### src/wfp_pkg.sv
// Package for the WebSocket frame parser: phase encoding, result kinds and
// header constants. No dependencies.
package wfp_pkg;

    localparam int BYTE_W     = 8;
    localparam int KIND_W     = 2;
    localparam int LEN_W      = 64;
    localparam int KEY_W      = 32;
    localparam int COUNT_W    = 4;
    localparam int RSV_W      = 3;
    localparam int OP_W       = 4;
    localparam int OUT_DATA_W = 88;

    localparam logic [KIND_W-1:0] KIND_HEADER  = 2'd0;
    localparam logic [KIND_W-1:0] KIND_PAYLOAD = 2'd1;
    localparam logic [KIND_W-1:0] KIND_ERROR   = 2'd2;

    localparam logic [6:0] LEN_EXT16 = 7'd126;
    localparam logic [6:0] LEN_EXT64 = 7'd127;

    localparam logic [COUNT_W-1:0] EXT16_BYTES = 4'd2;
    localparam logic [COUNT_W-1:0] EXT64_BYTES = 4'd8;
    localparam logic [COUNT_W-1:0] KEY_BYTES   = 4'd4;

    typedef enum logic [4:0] {
        PH_FIRST   = 5'b00001,
        PH_SECOND  = 5'b00010,
        PH_EXTLEN  = 5'b00100,
        PH_KEY     = 5'b01000,
        PH_PAYLOAD = 5'b10000
    } t_phase;

endpackage

### src/websocket_frame_parser.sv
// WebSocket (base framing) frame parser, byte-wide stream in, header and
// payload results out. Depends on wfp_pkg.
//
// One frame byte is taken per clock cycle. Each request updates the header
// state and, where a result is due, loads the result register in the same
// cycle; the input is stalled only while that register is full and the
// downstream side is not ready. The critical path is the 64-bit decrement
// and zero compare of the remaining payload count. Results carry the frame's
// header fields; kind selects header, payload byte or truncated-frame error.
module websocket_frame_parser (
    input  logic                          i_clk,
    input  logic                          i_rst_n,
    input  logic                          s_axis_tvalid,
    output logic                          s_axis_tready,
    // [7:0] in_byte
    input  logic [wfp_pkg::BYTE_W-1:0]    s_axis_tdata,
    // buffer_end
    input  logic                          s_axis_tlast,
    output logic                          m_axis_tvalid,
    input  logic                          m_axis_tready,
    // [0] fin_bit, [3:1] reserved_bits, [7:4] op_code, [8] masked,
    // [72:9] frame_length, [80:73] out_byte, [87:81] zero
    output logic [wfp_pkg::OUT_DATA_W-1:0] m_axis_tdata,
    // [1:0] kind
    output logic [wfp_pkg::KIND_W-1:0]    m_axis_tuser,
    // frame_end
    output logic                          m_axis_tlast
);

    wfp_pkg::t_phase                 r_phase, n_phase;
    logic [wfp_pkg::COUNT_W-1:0]     r_count, n_count;
    logic [wfp_pkg::BYTE_W-1:0]      r_first, n_first;
    logic                            r_mask, n_mask;
    logic [wfp_pkg::LEN_W-1:0]       r_length, n_length;
    logic [wfp_pkg::LEN_W-1:0]       r_remaining, n_remaining;
    logic [wfp_pkg::KEY_W-1:0]       r_key, n_key;
    logic [1:0]                      r_key_index, n_key_index;

    logic                            r_out_valid;
    logic [wfp_pkg::OUT_DATA_W-1:0]  r_out_data;
    logic [wfp_pkg::KIND_W-1:0]      r_out_kind;
    logic                            r_out_end;

    logic                            accept;
    logic [wfp_pkg::BYTE_W-1:0]      in_byte;
    logic                            last;
    logic                            hdr_done;
    logic                            item_done;
    logic                            err;
    logic                            do_clear;
    logic                            res_valid;
    logic [wfp_pkg::KIND_W-1:0]      res_kind;
    logic [wfp_pkg::BYTE_W-1:0]      res_byte;
    logic                            res_end;
    logic [wfp_pkg::BYTE_W-1:0]      key_byte;
    logic [wfp_pkg::OUT_DATA_W-1:0]  res_data;

    assign accept        = s_axis_tvalid && s_axis_tready;
    assign s_axis_tready = i_rst_n && (!r_out_valid || m_axis_tready);
    assign in_byte       = s_axis_tdata;
    assign last          = s_axis_tlast;

    always_comb begin
        unique case (r_key_index)
            2'd0: key_byte = r_key[31:24];
            2'd1: key_byte = r_key[23:16];
            2'd2: key_byte = r_key[15:8];
            default: key_byte = r_key[7:0];
        endcase
    end

    always_comb begin
        n_phase     = r_phase;
        n_count     = r_count;
        n_first     = r_first;
        n_mask      = r_mask;
        n_length    = r_length;
        n_remaining = r_remaining;
        n_key       = r_key;
        n_key_index = r_key_index;
        hdr_done    = 1'b0;
        item_done   = 1'b0;
        err         = 1'b0;
        do_clear    = 1'b0;
        res_valid   = 1'b0;
        res_kind    = wfp_pkg::KIND_HEADER;
        res_byte    = '0;
        res_end     = 1'b0;

        unique case (r_phase)
            wfp_pkg::PH_SECOND: begin
                n_mask = in_byte[7];
                if (in_byte[6:0] == wfp_pkg::LEN_EXT16) begin
                    n_length = '0;
                    n_count  = wfp_pkg::EXT16_BYTES;
                    n_phase  = wfp_pkg::PH_EXTLEN;
                end else if (in_byte[6:0] == wfp_pkg::LEN_EXT64) begin
                    n_length = '0;
                    n_count  = wfp_pkg::EXT64_BYTES;
                    n_phase  = wfp_pkg::PH_EXTLEN;
                end else begin
                    n_length = {{(wfp_pkg::LEN_W-7){1'b0}}, in_byte[6:0]};
                    if (n_mask) begin
                        n_count = wfp_pkg::KEY_BYTES;
                        n_phase = wfp_pkg::PH_KEY;
                    end else begin
                        hdr_done = 1'b1;
                    end
                end
            end
            wfp_pkg::PH_EXTLEN: begin
                n_length = {r_length[wfp_pkg::LEN_W-wfp_pkg::BYTE_W-1:0], in_byte};
                n_count  = r_count - 1'b1;
                if (n_count == '0) begin
                    if (r_mask) begin
                        n_count = wfp_pkg::KEY_BYTES;
                        n_phase = wfp_pkg::PH_KEY;
                    end else begin
                        hdr_done = 1'b1;
                    end
                end
            end
            wfp_pkg::PH_KEY: begin
                n_key   = {r_key[wfp_pkg::KEY_W-wfp_pkg::BYTE_W-1:0], in_byte};
                n_count = r_count - 1'b1;
                if (n_count == '0) begin
                    hdr_done = 1'b1;
                end
            end
            wfp_pkg::PH_PAYLOAD: begin
                item_done   = 1'b1;
                n_key_index = r_key_index + 1'b1;
                n_remaining = r_remaining - 1'b1;
                if (n_remaining != '0 && last) begin
                    err = 1'b1;
                end else begin
                    res_valid = 1'b1;
                    res_kind  = wfp_pkg::KIND_PAYLOAD;
                    res_byte  = in_byte ^ (r_mask ? key_byte : '0);
                    res_end   = (n_remaining == '0);
                    do_clear  = res_end;
                end
            end
            default: begin
                n_count     = '0;
                n_mask      = 1'b0;
                n_length    = '0;
                n_remaining = '0;
                n_key       = '0;
                n_key_index = '0;
                n_first     = in_byte;
                n_phase     = wfp_pkg::PH_SECOND;
            end
        endcase

        if (hdr_done) begin
            if (n_length == '0) begin
                res_valid = 1'b1;
                res_end   = 1'b1;
                do_clear  = 1'b1;
            end else if (last) begin
                err = 1'b1;
            end else begin
                n_phase     = wfp_pkg::PH_PAYLOAD;
                n_remaining = n_length;
                n_key_index = '0;
                res_valid   = 1'b1;
            end
        end else if (!item_done && last) begin
            err = 1'b1;
        end

        res_data = {{(wfp_pkg::OUT_DATA_W-81){1'b0}}, res_byte, n_length, n_mask,
                    n_first[3:0], n_first[6:4], n_first[7]};

        if (err) begin
            res_valid = 1'b1;
            res_kind  = wfp_pkg::KIND_ERROR;
            res_end   = 1'b0;
            res_data  = '0;
            do_clear  = 1'b1;
        end

        if (do_clear) begin
            n_phase     = wfp_pkg::PH_FIRST;
            n_count     = '0;
            n_first     = '0;
            n_mask      = 1'b0;
            n_length    = '0;
            n_remaining = '0;
            n_key       = '0;
            n_key_index = '0;
        end
    end

    always_ff @(posedge i_clk) begin
        if (!i_rst_n) begin
            r_phase     <= wfp_pkg::PH_FIRST;
            r_count     <= '0;
            r_first     <= '0;
            r_mask      <= 1'b0;
            r_length    <= '0;
            r_remaining <= '0;
            r_key       <= '0;
            r_key_index <= '0;
            r_out_valid <= 1'b0;
        end else begin
            if (accept) begin
                r_phase     <= n_phase;
                r_count     <= n_count;
                r_first     <= n_first;
                r_mask      <= n_mask;
                r_length    <= n_length;
                r_remaining <= n_remaining;
                r_key       <= n_key;
                r_key_index <= n_key_index;
                r_out_valid <= res_valid;
            end else if (m_axis_tready) begin
                r_out_valid <= 1'b0;
            end
        end
    end

    always_ff @(posedge i_clk) begin
        if (accept && res_valid) begin
            r_out_data <= res_data;
            r_out_kind <= res_kind;
            r_out_end  <= res_end;
        end
    end

    assign m_axis_tvalid = r_out_valid;
    assign m_axis_tdata  = r_out_data;
    assign m_axis_tuser  = r_out_kind;
    assign m_axis_tlast  = r_out_end;

    a_error_clean: assert property (@(posedge i_clk) disable iff (!i_rst_n)
        r_out_valid && r_out_kind == wfp_pkg::KIND_ERROR |-> r_out_data == '0 && !r_out_end)
        else $error("error result carries non-zero fields");

    a_error_restart: assert property (@(posedge i_clk) disable iff (!i_rst_n)
        accept && err |=> r_phase == wfp_pkg::PH_FIRST)
        else $error("parser did not restart after truncated frame");

    a_empty_ends: assert property (@(posedge i_clk) disable iff (!i_rst_n)
        r_out_valid && r_out_kind == wfp_pkg::KIND_HEADER && r_out_data[72:9] == '0
        |-> r_out_end)
        else $error("zero-length header result without frame end");

    a_payload_left: assert property (@(posedge i_clk) disable iff (!i_rst_n)
        r_phase == wfp_pkg::PH_PAYLOAD |-> r_remaining != '0)
        else $error("payload phase with nothing remaining");

endmodule

### config.mk
export PLATFORM = sky130hd
export DESIGN_NAME = websocket_frame_parser
export DESIGN_NICKNAME = d
export VERILOG_FILES = /design/src/wfp_pkg.sv /design/src/websocket_frame_parser.sv
export SDC_FILE = /design/constraint.sdc
export NUM_CORES = 1
export LEC_CHECK = 0
export BUFFER_PORTS_ARGS = -buffer_cell sky130_fd_sc_hd__buf_2
export CAP_MARGIN = 0
export CORE_ASPECT_RATIO = 1.2
export CORE_MARGIN = 3
export CORE_UTILIZATION = 58
export CTS_BUF_LIST = sky130_fd_sc_hd__clkbuf_2
export DETAILED_ROUTE_END_ITERATION = 12
export GPL_TIMING_DRIVEN = 0
export PLACE_DENSITY = 0.77
export REMOVE_ABC_BUFFERS = 1
export SYNTH_ARGS = -nofsm -noshare
export SYNTH_HDL_FRONTEND = slang
export SYNTH_SLANG_ARGS = --single-unit
### constraint.sdc
create_clock -name i_clk -period 7.3 [get_ports i_clk]
set_input_delay 0.73 -clock i_clk [delete_from_list [all_inputs] [get_ports i_clk]]
set_output_delay 0.73 -clock i_clk [all_outputs]
set_load 0.02 [all_outputs]
==> results.toml, run 1 <==
[hold_path]
worst_hold_path.endpoint = "m_axis_tvalid"
hold_class = "primary input to flop"
hp-start = "i_rst_n"
whs_path_depth = 2

[synthesis]
syn-cell-area_um2 = 14100
synth.avg_cell_area_um2 = 8.89
synth_cells = 1586
synth-seq-cells = 265
synth-main-ff-cell = "dfxtp_1"
async_reset_ff_frac = 0
yosysWarnings = 0
ys_types = 74
ys_seq_area_frac = 0.436
synth_edf_count = 84

[global_route]
gr-total-overflow = 0
grt_use_total = 0.330
grt_max_degree = 82
grt_pass1_vias = 12575
antenna_found_initial = 2
grt_pass1_wl_mm = 69.6

[worst_setup_path]
crit_fanout = 38
endpoint_kind = "flop"
path_buf_inv = 2
cp-start-kind = "flop"
ff2ff_setup_slack_ns = 1.58
r2r-start = "r_remaining[10]"
worst_r2r_endpoint = "r_length[17]"
cpMostUsedCell = "buf_12"
slowest_stage = "nor4_1"
crit_arrival_ns = 6.44
crit_chain = "nor4_4, nand4_2, nor4_1, xnor2_1, nand3_1, a2111oi_0, nand4_1, nor3_2, nor2_4, buf_12, buf_12, a32o_1"
cp_top_family = "simple AND/OR/NAND/NOR gates"
critPathKind = "flop to flop"
slowest_delay_ns = 1.20
cp.required_ns = 8.03
reg2regPathDepth = 12

[clocking]
clk_latency_ns = 0.87
clkTransAtPathRegs_ns = 0.10
clk_path_buf_depth = 3
post_cts_buffers = 0
post_cts_resize_count = 0
cts_buffers = 69
cts_tree = "yes"
cts_sinks = 265
cts-root-buf = "clkbuf_2"
cts-htree-levels = 3
hold_buffers = 0

[timing]
hold_slack_ns = 0.171
max_freq_ghz = 0.175
period_needed_ns = 5.72
setup_viol = 0
finalHoldViolations = 0
drv_slew = 0
fin_crit_sh = 0.783
relSlewSlack = 0.0851
fin_skew_ns = 0.0582
grt_setup_unrepaired = "false"
worst_slew_pin_slew_ns = 1.36

[routing]
vias = 13450
wl_per_cell_um = 22.1
dr.pass1.iters = 7
drt_wl_total_mm = 44.0
drcViolationCount = 0
drt_iter0_drc = 1884
vias_per_cell = 6.75
ant_nets = 0

[layout]
syn2layout_area_growth_pct = 9.76
stdcell_count = 1993
final_nets = 1642
drive_above_1_share = 0.165

[place]
post-dp-hpwl_mm = 30.1
port_buffers = 98
place_congestion = 1.02
dp_cells = 1865

[power]
power_density_nw_per_um2 = 178
p_leak_nw = 6.24
peakVddDrop_mv = 0.142

[floorplanning]
die_w_um = 148
die_height_um = 177
start_util = 0.600
dieArea_um2 = 26200
coreArea_um2 = 23500
ios = 106
rows = 61

[run_status]
status = "completed"

[run]
drv_cap = 0
-- report_power, final --
group	switching (mW)	internal [mW]	total [mW]
registers	0.00620	1.53	1.54
logic	0.103	0.0367	0.140
clock network	0.645	0.436	1.08
total	0.754	2.00	2.76
-- synthesized netlist by cell type (11+ instances only) --
| library cell | n | area [um^2] |
|---|---|---|
| xnor2_1 | 18 | 158 |
| nand3b_1 | 11 | 82.6 |
| nor2_1 | 139 | 522 |
| nand4_1 | 25 | 156 |
| nand3_1 | 25 | 125 |
| or4_1 | 14 | 105 |
| clkbuf_1 | 124 | 465 |
| or3_1 | 18 | 113 |
| a22o_1 | 184 | 1610 |
| buf_2 | 25 | 125 |
| or2_2 | 11 | 68.8 |
| o21ai_0 | 100 | 500 |
| nor2b_1 | 45 | 282 |
| a22oi_1 | 39 | 293 |
| a21oi_1 | 84 | 420 |
| nor3_1 | 61 | 305 |
| dfxtp_1 | 181 | 3620 |
| xor2_1 | 24 | 210 |
| o31ai_1 | 12 | 90.1 |
| inv_1 | 16 | 60.1 |
| edfxtp_1 | 84 | 2520 |
| nand2_1 | 130 | 488 |
| a32o_1 | 17 | 170 |
| nor4_1 | 58 | 363 |
-- sequential cells by signal, summed over array words and instances (netlist names), 2 cells and up --
name,cells
r_first,8
r_count,4
r_length,64
r_key,32
r_key_index,2
m_axis_tdata,81
m_axis_tuser,2
r_phase,5
r_remaining,64
-- routing by layer --
layer,global-route usage,vias to the layer above,share of wire,wire [um]
li1,-,6067,-,-
met1,0.431,6450,0.39,17300
met2,0.511,756,0.46,20100
met3,0.0610,177,0.086,3800
met4,0.201,0,0.066,2890
met5,0,-,0,0
-- worst max path at each step --
stage	start	end	slack, ns	depth (start not counted)
after floorplan	r_phase[4]	m_axis_tuser[1]	-2.83	7
after detailed placement	r_remaining[10]	r_length[17]	1.83	12
after CTS	r_remaining[10]	r_length[17]	1.83	12
after global placement	r_phase[4]	m_axis_tuser[1]	-7.82	7
final	r_remaining[10]	r_length[17]	1.58	12
after global routing	r_remaining[10]	r_length[17]	1.52	12
-- worst reg2reg max path: cells and delay by family, from the launching register on --
| kind | cells | cell delay, ns |
|---|---|---|
| xor gates and xnor gates | 1 | 0.25 |
| and+or+nand+nor | 7 | 3.64 |
| DFF | 1 | 0.45 |
| buffers and inverters | 2 | 0.48 |
| AOI/OAI and AO/OA | 2 | 0.80 |
-- final cells by class --
| type | count | area (um^2) |
|---|---|---|
| clock inverter | 30 | 193 |
| timing repair buffer | 123 | 922 |
| inverter | 16 | 60.1 |
| tap | 315 | 394 |
| multi-input combinational | 1146 | 7280 |
| clock buffer | 96 | 480 |
| antenna | 2 | 5.00 |
| sequential | 265 | 6150 |
| fill | 2021 | 8030 |
-- cell families after synthesis --
family	Yosys count	synth area share
DFF	265	0.436
and+or+nand+nor	587	0.217
adders and majority gates	8	0.00710
buffers and inverters	181	0.0536
AOI/OAI and AO/OA	501	0.259
other	1	0.000266
xor gates and xnor gates	42	0.0261
muxes	1	0.000710
-- per-stage QoR --
step	utilization	TNS (ns)	total power [mW]	worst slack [ns]	instance area, um^2
after floorplan	-	-336.56	1.65	-2.83	13400
after global placement	0.609	-1428.05	1.69	-7.82	14300
after detailed placement	0.630	0	1.71	1.83	14800
after CTS	0.658	0	2.78	1.83	15500
after global routing	0.659	0	2.87	1.52	15500
final	0.659	0	2.76	1.58	15500
-- cells in the final DEF (no fill, tap or decap), types with 9 or more instances in the layout --
master	n
a21oi_1	83
a22o_1	184
a22oi_1	39
a32o_1	17
buf_2	98
buf_6	9
clkbuf_2	96
clkinv_1	18
dfxtp_1	181
edfxtp_1	84
inv_1	16
nand2_1	130
nand3_1	25
nand3b_1	11
nand4_1	25
nor2_1	137
nor2b_1	45
nor3_1	61
nor4_1	58
o21ai_0	100
o31ai_1	12
or2_2	11
or3_1	17
or4_1	14
xnor2_1	18
xor2_1	24
No activity file was read; power rests on OpenSTA's default activity.
==> run 2, diff against run 1 <==
--- a/config.mk
+++ b/config.mk
@@ -9,11 +9,11 @@
 export CAP_MARGIN = 0
 export CORE_ASPECT_RATIO = 1.2
 export CORE_MARGIN = 3
-export CORE_UTILIZATION = 58
+export CORE_UTILIZATION = 57
 export CTS_BUF_LIST = sky130_fd_sc_hd__clkbuf_2
 export DETAILED_ROUTE_END_ITERATION = 12
 export GPL_TIMING_DRIVEN = 0
-export PLACE_DENSITY = 0.77
+export PLACE_DENSITY = 0.79
 export REMOVE_ABC_BUFFERS = 1
 export SYNTH_ARGS = -nofsm -noshare
 export SYNTH_HDL_FRONTEND = slang
==> constraint.sdc (replaced) <==
create_clock -name i_clk -period 5 [get_ports i_clk]
set_input_delay 0.5 -clock i_clk [delete_from_list [all_inputs] [get_ports i_clk]]
set_output_delay 0.5 -clock i_clk [all_outputs]
set_load 0.02 [all_outputs]
==> run 2 against run 1 <==
Core utilization hardly changed; final area is 2.6% higher; cell count is 1.3% higher; via count is 0.96% higher; sequential power is 45% higher; critical path type unchanged; critical endpoint unchanged; largest power group unchanged; highest routed layer unchanged.
==> results.toml, run 2 (synthesis gave the netlist of run 1 again) <==
[run]
drv_cap = 0

[clocking]
cts_sinks = 265
cts-root-buf = "clkbuf_2"
clk_latency_ns = 0.89
cts_buffers = 68
clkTransAtPathRegs_ns = 0.11
cts-htree-levels = 3
clk_path_buf_depth = 3
cts_tree = "yes"

[worst_setup_path]
path_buf_inv = 3
r2r-start = "r_remaining[0]"
worst_r2r_endpoint = "r_length[17]"
crit_fanout = 36
cpMostUsedCell = "buf_12"
crit_chain = "nor4_2, nand4_2, or3_1, or4_1, xor2_1, and4_1, nand4_1, buf_4, nor3_4, nor2_4, buf_12, buf_12, a32o_1"
cp_top_family = "simple AND/OR/NAND/NOR gates"
slowest_stage = "or3_1"
cp-start-kind = "flop"
reg2regPathDepth = 13
crit_arrival_ns = 5.52
endpoint_kind = "flop"
slowest_delay_ns = 0.62
critPathKind = "flop to flop"
cp.required_ns = 5.69
ff2ff_setup_slack_ns = 0.18

[timing]
grt_setup_unrepaired = "false"
max_freq_ghz = 0.207
period_needed_ns = 4.82
worst_slew_pin_slew_ns = 1.16
finalHoldViolations = 0
fin_skew_ns = 0.105
drv_slew = 0
setup_viol = 0
relSlewSlack = 0.226
fin_ws_ns = 0.178
fin_crit_sh = 0.964

[floorplanning]
die_w_um = 150
dieArea_um2 = 26700
coreArea_um2 = 24100
start_util = 0.585
rows = 62
ios = 106
die_height_um = 178

[layout]
syn2layout_area_growth_pct = 12.6
drive_above_1_share = 0.185
final_common_cell = "a22o_1"
final_cell_mix = "a22o_1, dfxtp_1, nor2_1, nand2_1"
largest_reg_flops = 81
stdcell_count = 2019
final_nets = 1664
nFillCells = 2030

[routing]
drt_wl_total_mm = 46.8
drt_iter0_drc = 1538
vias_per_cell = 6.73
ant_nets = 0
vias = 13579
dr.pass1.iters = 6
wl_per_cell_um = 23.2
drcViolationCount = 0

[hold_path]
hp-start = "s_axis_tdata[5]"
worst_hold_path.endpoint = "r_key[5]"
whs_path_depth = 2
hold_class = "primary input to flop"

[place]
port_buffers = 98
dp_cells = 1868
post-dp-hpwl_mm = 31.8
place_congestion = 0.931
dp_slack_ns = -0.711

[global_route]
grt_use_total = 0.338
gr-total-overflow = 0
grt_pass1_vias = 12531
grt_max_degree = 84
grt_pass1_wl_mm = 70.6
antenna_found_initial = 1

[power]
power_density_nw_per_um2 = 262
peakVddDrop_mv = 0.189
p_leak_nw = 6.47

[run_status]
status = "completed"
## run 2: layout make-up
cell class / count / area [um^2] / area share
clock buffers: 100 / 500 / 0.0315
diodes: 1 / 2.50 / 0.000158
flip-flops and latches: 265 / 6150 / 0.387
clock inverters: 25 / 214 / 0.0135
inverters: 16 / 60.1 / 0.00378
well taps: 320 / 400 / 0.0252
repair buffers: 145 / 1110 / 0.0700
multi-input cells: 1147 / 7450 / 0.469
## run 2: report_power, final
part | internal (mW) | switching [mW]
combinational | 0.0577 | 0.152
sequential | 2.23 | 0.00936
clock | 0.750 | 0.956
total | 3.04 | 1.12
## run 2: worst max-delay path by stage
| stage | cells after the start | to | start | slack, ns |
|---|---|---|---|---|
| final | 13 | r_length[17] | r_remaining[0] | 0.18 |
| after global routing | 13 | r_length[17] | r_remaining[0] | 0.02 |
| after CTS | 14 | r_length[15] | r_remaining[0] | 0.05 |
| after detailed placement | 12 | r_key_index[1] | r_remaining[19] | -0.71 |
| after global placement | 7 | m_axis_tuser[1] | r_phase[4] | -10.15 |
| after floorplan | 7 | m_axis_tuser[1] | r_phase[4] | -5.13 |
## run 2: what timing repair did
item                                   CTS  global route
setup buffers                            8             8
pin swaps                                2             4
setup endpoints to repair              249           197
hold buffers                             8             0
endpoints found under the hold margin   11             0
gates cloned                             0             1
resized for setup                        7            20
## run 2: stage by stage
stage	util	TNS (ns)	instance area, um^2	hold WS, ns	power, mW
3_5_place_dp	0.612	-85.33	14800	0.455	2.49
5_1_grt	0.658	0	15900	0.0526	4.30
2_1_floorplan	-	-1005.20	13400	0.442	2.40
3_3_place_gp	0.594	-2211.37	14300	0.448	2.47
6_report	0.658	0	15900	0.0520	4.16
4_1_cts	0.649	0	15700	0.00641	4.17
## run 2: metal layers
layer / wire length (um) / vias to the layer above / GRT usage / share of wire
li1: - / 6140 / - / -
met1: 18000 / 6530 / 0.430 / 0.38
met2: 22200 / 744 / 0.547 / 0.47
met3: 3660 / 165 / 0.0498 / 0.078
met4: 2960 / 0 / 0.200 / 0.063
met5: 0 / - / 0 / 0
## run 2: worst register-to-register path, stage by stage (launching register included)
cell and delay, ns:
dfxtp_1 0.43, nor4_2 0.51, nand4_2 0.39, or3_1 0.62, or4_1 0.62, xor2_1 0.25
and4_1 0.22, nand4_1 0.09, buf_4 0.19, nor3_4 0.36, nor2_4 0.23, buf_12 0.27
buf_12 0.19, a32o_1 0.28
